### config.mk
export PLATFORM = sky130hd
export DESIGN_NAME = jst_ram
export DESIGN_NICKNAME = d
export VERILOG_FILES = /design/src/hdl/json_structure_tokenizer_assert.svh /design/src/hdl/jst_ram.sv
export SDC_FILE = /design/constraint.sdc
export NUM_CORES = 1
export LEC_CHECK = 0
export ABC_CLOCK_PERIOD_IN_PS = 1940
export BUFFER_PORTS_ARGS = -buffer_cell sky130_fd_sc_hd__buf_2
export CAP_MARGIN = 20
export CELL_PAD_IN_SITES_DETAIL_PLACEMENT = 0
export CELL_PAD_IN_SITES_GLOBAL_PLACEMENT = 2
export CORE_AREA = 2 2 195 216
export DETAILED_ROUTE_END_ITERATION = 10
export DIE_AREA = 0 0 197 218
export PLACE_DENSITY_LB_ADDON = 0.05
export SLEW_MARGIN = 10
export SYNTH_ARGS = -nofsm -noshare
export SYNTH_HDL_FRONTEND = slang
export SYNTH_SLANG_ARGS = --single-unit
### constraint.sdc
create_clock -name clk -period 1.94 [get_ports clk]
set_input_delay 0.097 -clock clk [delete_from_list [all_inputs] [get_ports clk]]
set_output_delay 0.097 -clock clk [all_outputs]
set_load 0.1 [all_outputs]
### src/hdl/json_structure_tokenizer_assert.svh
// assertion macros for the json structure tokenizer
// used by the top level; no other dependencies
`ifndef JSON_STRUCTURE_TOKENIZER_ASSERT_SVH
`define JSON_STRUCTURE_TOKENIZER_ASSERT_SVH
// implication checked every clock, off during reset
`define JST_ASSERT_IMP(lbl, ante, cons) \
  lbl: assert property (@(posedge clk) disable iff (rst) (ante) |-> (cons)) \
    else $error("assertion failed");
// implication whose consequent is checked in the next cycle
`define JST_ASSERT_NEXT(lbl, ante, cons) \
  lbl: assert property (@(posedge clk) disable iff (rst) (ante) |=> (cons)) \
    else $error("assertion failed");
`endif

### src/hdl/jst_ram.sv
// generic single port write, single port read ram with registered read
// no dependencies
module jst_ram #(
  parameter int Width = 8,
  parameter int Depth = 64
) (
  input  logic                     clk,
  input  logic                     we,
  input  logic [$clog2(Depth)-1:0] waddr,
  input  logic [Width-1:0]         wdata,
  input  logic [$clog2(Depth)-1:0] raddr,
  output logic [Width-1:0]         rdata
);
  logic [Width-1:0] mem [Depth];

  always_ff @(posedge clk) begin
    if (we) mem[waddr] <= wdata;
    rdata <= mem[raddr];
  end
endmodule

==> flow_summary.yaml <==
clock_tree:
  htree_levels: 2
  clock-sinks: 520
  postCtsSetupBuffers: 0
  tritoncts.num_buffers: 50
  worst_setup_hold_path_clk_slew_ns: 0.06
  cts_tree: "done"
  maximum_count_of_clock_buffers_along_a_single_path: 3
  clkLatencyLatePin_ns: 0.58
  cts_root_buf: "sky130_fd_sc_hd__clkbuf_16"
sta:
  fin_crit_sh_pct: 98.2
  final.hold.worst_slack_ns: 0.0321
  final_period_minus_worst_setup_slack_ns: 1.90
  tightestPinTransition_ns: 0.766
  drv_slew: 0
  max_freq_mhz: 525
  finalHoldViolations: 0
  rsz0062_at_grt: "yes"
  finClkSkew_ns: 0.0134
  slew-limit-headroom_pct: 48.9
  final-setup-viol-count: 0
synthesis:
  yosysUniqueCellTypes: 40
  synthesis.nets: 962
  post_synth.cell_area_avg_um2: 21.5
  ys_seq_area_share_pct: 77.0
  post_synth_instance_area_um2: 20200
  count_of_flip_flops_with_a_built_in_enable_after_synthesis: 512
  post_synthesis_sequential_element_count: 520
  async_reset_ff_share_pct: 0
  synthesis.yosys.warnings: 0
  synth_top_flop_cell: "sky130_fd_sc_hd__edfxtp_1"
  netlist_instances: 940
critical_path:
  crit_type: "reg2reg"
  path_cells: "mux4_2, mux2_2, o221a_4, nor3_4, buf_6, o32ai_1"
  timing.critical_path.fanout_max: 1
  slowest_stage: "sky130_fd_sc_hd__mux4_2"
  critical_path_required_ns: 2.39
  critPathMaxStageDelay_ns: 0.47
  cp_arrival_ns: 2.35
  worst_setup_path_end_kind: "register"
  startpoint_class: "register"
pwr:
  totalPowerFinal_uw: 23500
  power.sequential.fraction_pct: 53.1
  p_int_uw: 18600
  p_switching_uw: 4900
  maximum_vdd_ir_drop_v: 0.000692
  power.combinational.fraction_pct: 6.2
  p_clk_share_pct: 40.7
  static_leakage_power_uw: 0.00765
  power_density_nw_per_um2: 997
  power.switching_fraction_pct: 20.9
global_route:
  gr-usage-all-layers_pct: 22.7
  grt_pass1_vias: 10400
  grt_antenna_before_repair: 2
  pin_count_of_the_biggest_net_entering_global_routing: 65
  grt-ovfl-total: 0
  grt_pass1_wl_um: 69100
floorplanning:
  floorplan.initialDensity_pct: 49.4
  die_height_um: 218
  boundaryPins: 30
  width_of_the_die_um: 197
  coreArea_um2: 40800
  fp.dieArea_um2: 42900
  num_rows: 78
final_layout:
  drive_gt1_share_pct: 33.9
  footprint_of_the_multi_input_gates_um2: 4400
  seqCellArea_um2: 15500
  syn_to_final_growth_pct: 16.7
  layout.filler_cells: 3046
  finish.utilization_pct: 57.7
  diodes: 0
  nNetsFinal: 1131
  fin_cells: 1667
placement:
  gpl.final_weighted_congestion: 0.791
  cell_count_post_placement: 1576
  port_buffers: 29
  dp_hpwl_um: 31500
worst_hold_path:
  worst_hold_path_type: "in2reg"
route:
  initialDrtViolationCount: 996
  top_signal_layer_used: "met5"
  met3WireLength_um: 3050
  avgRoutedWirePerCell_um: 28.3
  dr_total_vias: 9903
  antenna_violating_nets_post_route: 0
  m1WireLength_um: 19800
  route.detailed.vias_per_inst: 5.94
  dr.pass1.iters: 5
  met2_routed_wirelength_um: 23500
  route.final.wire_length_um: 47100
  remaining_drc_errors: 0
outcome:
  run_status: "completed"
job:
  max_cap_viol_count: 0
stage by stage:
stage / TNS [ns] / cell area (µm²) / worst slack (ns)
final: 0 / 23500 / 0.0351
after global routing: -0.0330 / 23500 / -0.0330
after CTS: 0 / 23500 / 0.00663
after detailed placement: -2.10 / 21800 / -0.384
after global placement: -2.20 / 21800 / -0.367
after floorplan: 0 / 20200 / 0.175
Yosys cell counts, types with 4 or more instances:
cell type                  instances  area share (%)
sky130_fd_sc_hd__buf_4            13            0.48
sky130_fd_sc_hd__nand2_1          19            0.35
sky130_fd_sc_hd__nor2b_1          14            0.43
sky130_fd_sc_hd__a221oi_1          6            0.26
sky130_fd_sc_hd__buf_6             4            0.22
sky130_fd_sc_hd__dfxtp_1           8            0.79
sky130_fd_sc_hd__clkbuf_1         17            0.32
sky130_fd_sc_hd__buf_2            11            0.27
sky130_fd_sc_hd__nor3_1            7            0.17
sky130_fd_sc_hd__buf_1             4           0.074
sky130_fd_sc_hd__o22ai_1           8            0.25
sky130_fd_sc_hd__o221ai_1          8            0.35
sky130_fd_sc_hd__nand3_1          13            0.32
sky130_fd_sc_hd__nor2_1           83             1.5
sky130_fd_sc_hd__a211oi_1          4            0.15
sky130_fd_sc_hd__mux4_2          126              14
sky130_fd_sc_hd__mux2i_1          23             1.1
sky130_fd_sc_hd__mux2_2           13            0.73
sky130_fd_sc_hd__nand2b_1          7            0.22
sky130_fd_sc_hd__edfxtp_1        512              76
worst max-delay path, delay by kind of cell, from the launching register on:
family | cells | cell delay, ns
and+or+nand+nor | 1 | 0.17
DFF | 1 | 0.37
AOI/OAI and AO/OA | 2 | 0.36
buffers and inverters | 1 | 0.13
muxes | 2 | 0.76
power groups by stage:
stage / clock, µW / sequential [µW] / combinational (µW)
2_1_floorplan: 0 / 12900 / 663
3_3_place_gp: 0 / 12700 / 1400
3_5_place_dp: 0 / 12700 / 1440
4_1_cts: 9770 / 12500 / 1460
5_1_grt: 10200 / 12500 / 1540
6_report: 9550 / 12500 / 1450
routing by layer:
| metal | vias to the layer above | track usage (%) |
|---|---|---|
| met2 | 324 | 38.0 |
| li1 | 4265 | - |
| met4 | 4 | 4.54 |
| met5 | - | 0 |
| met1 | 5257 | 31.5 |
| met3 | 53 | 4.52 |
final timing paths:
| check | start | to | slack (ns) | depth (start not counted) |
|---|---|---|---|---|
| max | mem[16][4] | rdata[4] | 0.04 | 6 |
| min | wdata[6] | mem[60][6] | 0.03 | 1 |
| max reg2reg | mem[16][4] | rdata[4] | 0.04 | 6 |
| min reg2reg | mem[31][4] | rdata[4] | 0.90 | 3 |
cells by family after synthesis:
kind of cell / Yosys count / synth area share (%)
flops: 520 / 77.0
mux: 162 / 15.9
simple gates: 153 / 3.39
compound gates: 54 / 2.07
buf+inv: 51 / 1.57
registers in the layout (all words and copies together), names as in the netlist:
name   flops
rdata      8
mem      512
layout by cell type, fill, tap and decap left out, types with 3 or more instances in the layout:
master                      synthesis  final
sky130_fd_sc_hd__nor2b_1           14     14
sky130_fd_sc_hd__o22ai_1            8      5
sky130_fd_sc_hd__nand3b_1           3      3
sky130_fd_sc_hd__buf_4             13    129
sky130_fd_sc_hd__clkbuf_16          0     51
sky130_fd_sc_hd__clkinv_2           0     12
sky130_fd_sc_hd__edfxtp_1         512    512
sky130_fd_sc_hd__nor3_1             7      5
sky130_fd_sc_hd__o2111ai_1          3      3
sky130_fd_sc_hd__buf_2             11     26
sky130_fd_sc_hd__a221oi_1           6      4
sky130_fd_sc_hd__nand3_1           13     13
sky130_fd_sc_hd__mux4_2           126    126
sky130_fd_sc_hd__mux2_2            13     12
sky130_fd_sc_hd__o221ai_1           8      8
sky130_fd_sc_hd__buf_12             2     10
sky130_fd_sc_hd__clkbuf_1          17      9
sky130_fd_sc_hd__nor2_1            83     83
sky130_fd_sc_hd__mux2i_1           23     23
sky130_fd_sc_hd__a211oi_1           4      4
sky130_fd_sc_hd__nand2_1           19     19
sky130_fd_sc_hd__o2bb2ai_1          3      3
sky130_fd_sc_hd__dfxtp_1            8      8
sky130_fd_sc_hd__a22oi_1            3      3
sky130_fd_sc_hd__bufinv_16          0      6
sky130_fd_sc_hd__nand2b_1           7      7
sky130_fd_sc_hd__a21oi_1            3      3
sky130_fd_sc_hd__clkinv_1           0      9
cell type report:
cell class	instances	share of cell area, %
Clock inverter	30	1.27
Sequential cell	520	66.0
Timing Repair Buffer	168	5.67
Multi-Input combinational cell	369	18.7
Tap cell	520	2.76
Clock buffer	60	5.57
repair_timing:
item,4_1_cts,5_1_grt
hold endpoints to repair,4,0
endpoints found under the setup margin,7,4
hold buffers,1,0
cloned,0,0
pin swaps,2,1
resized for setup,11,6
Note: power is estimated with default switching activity, not from simulation.
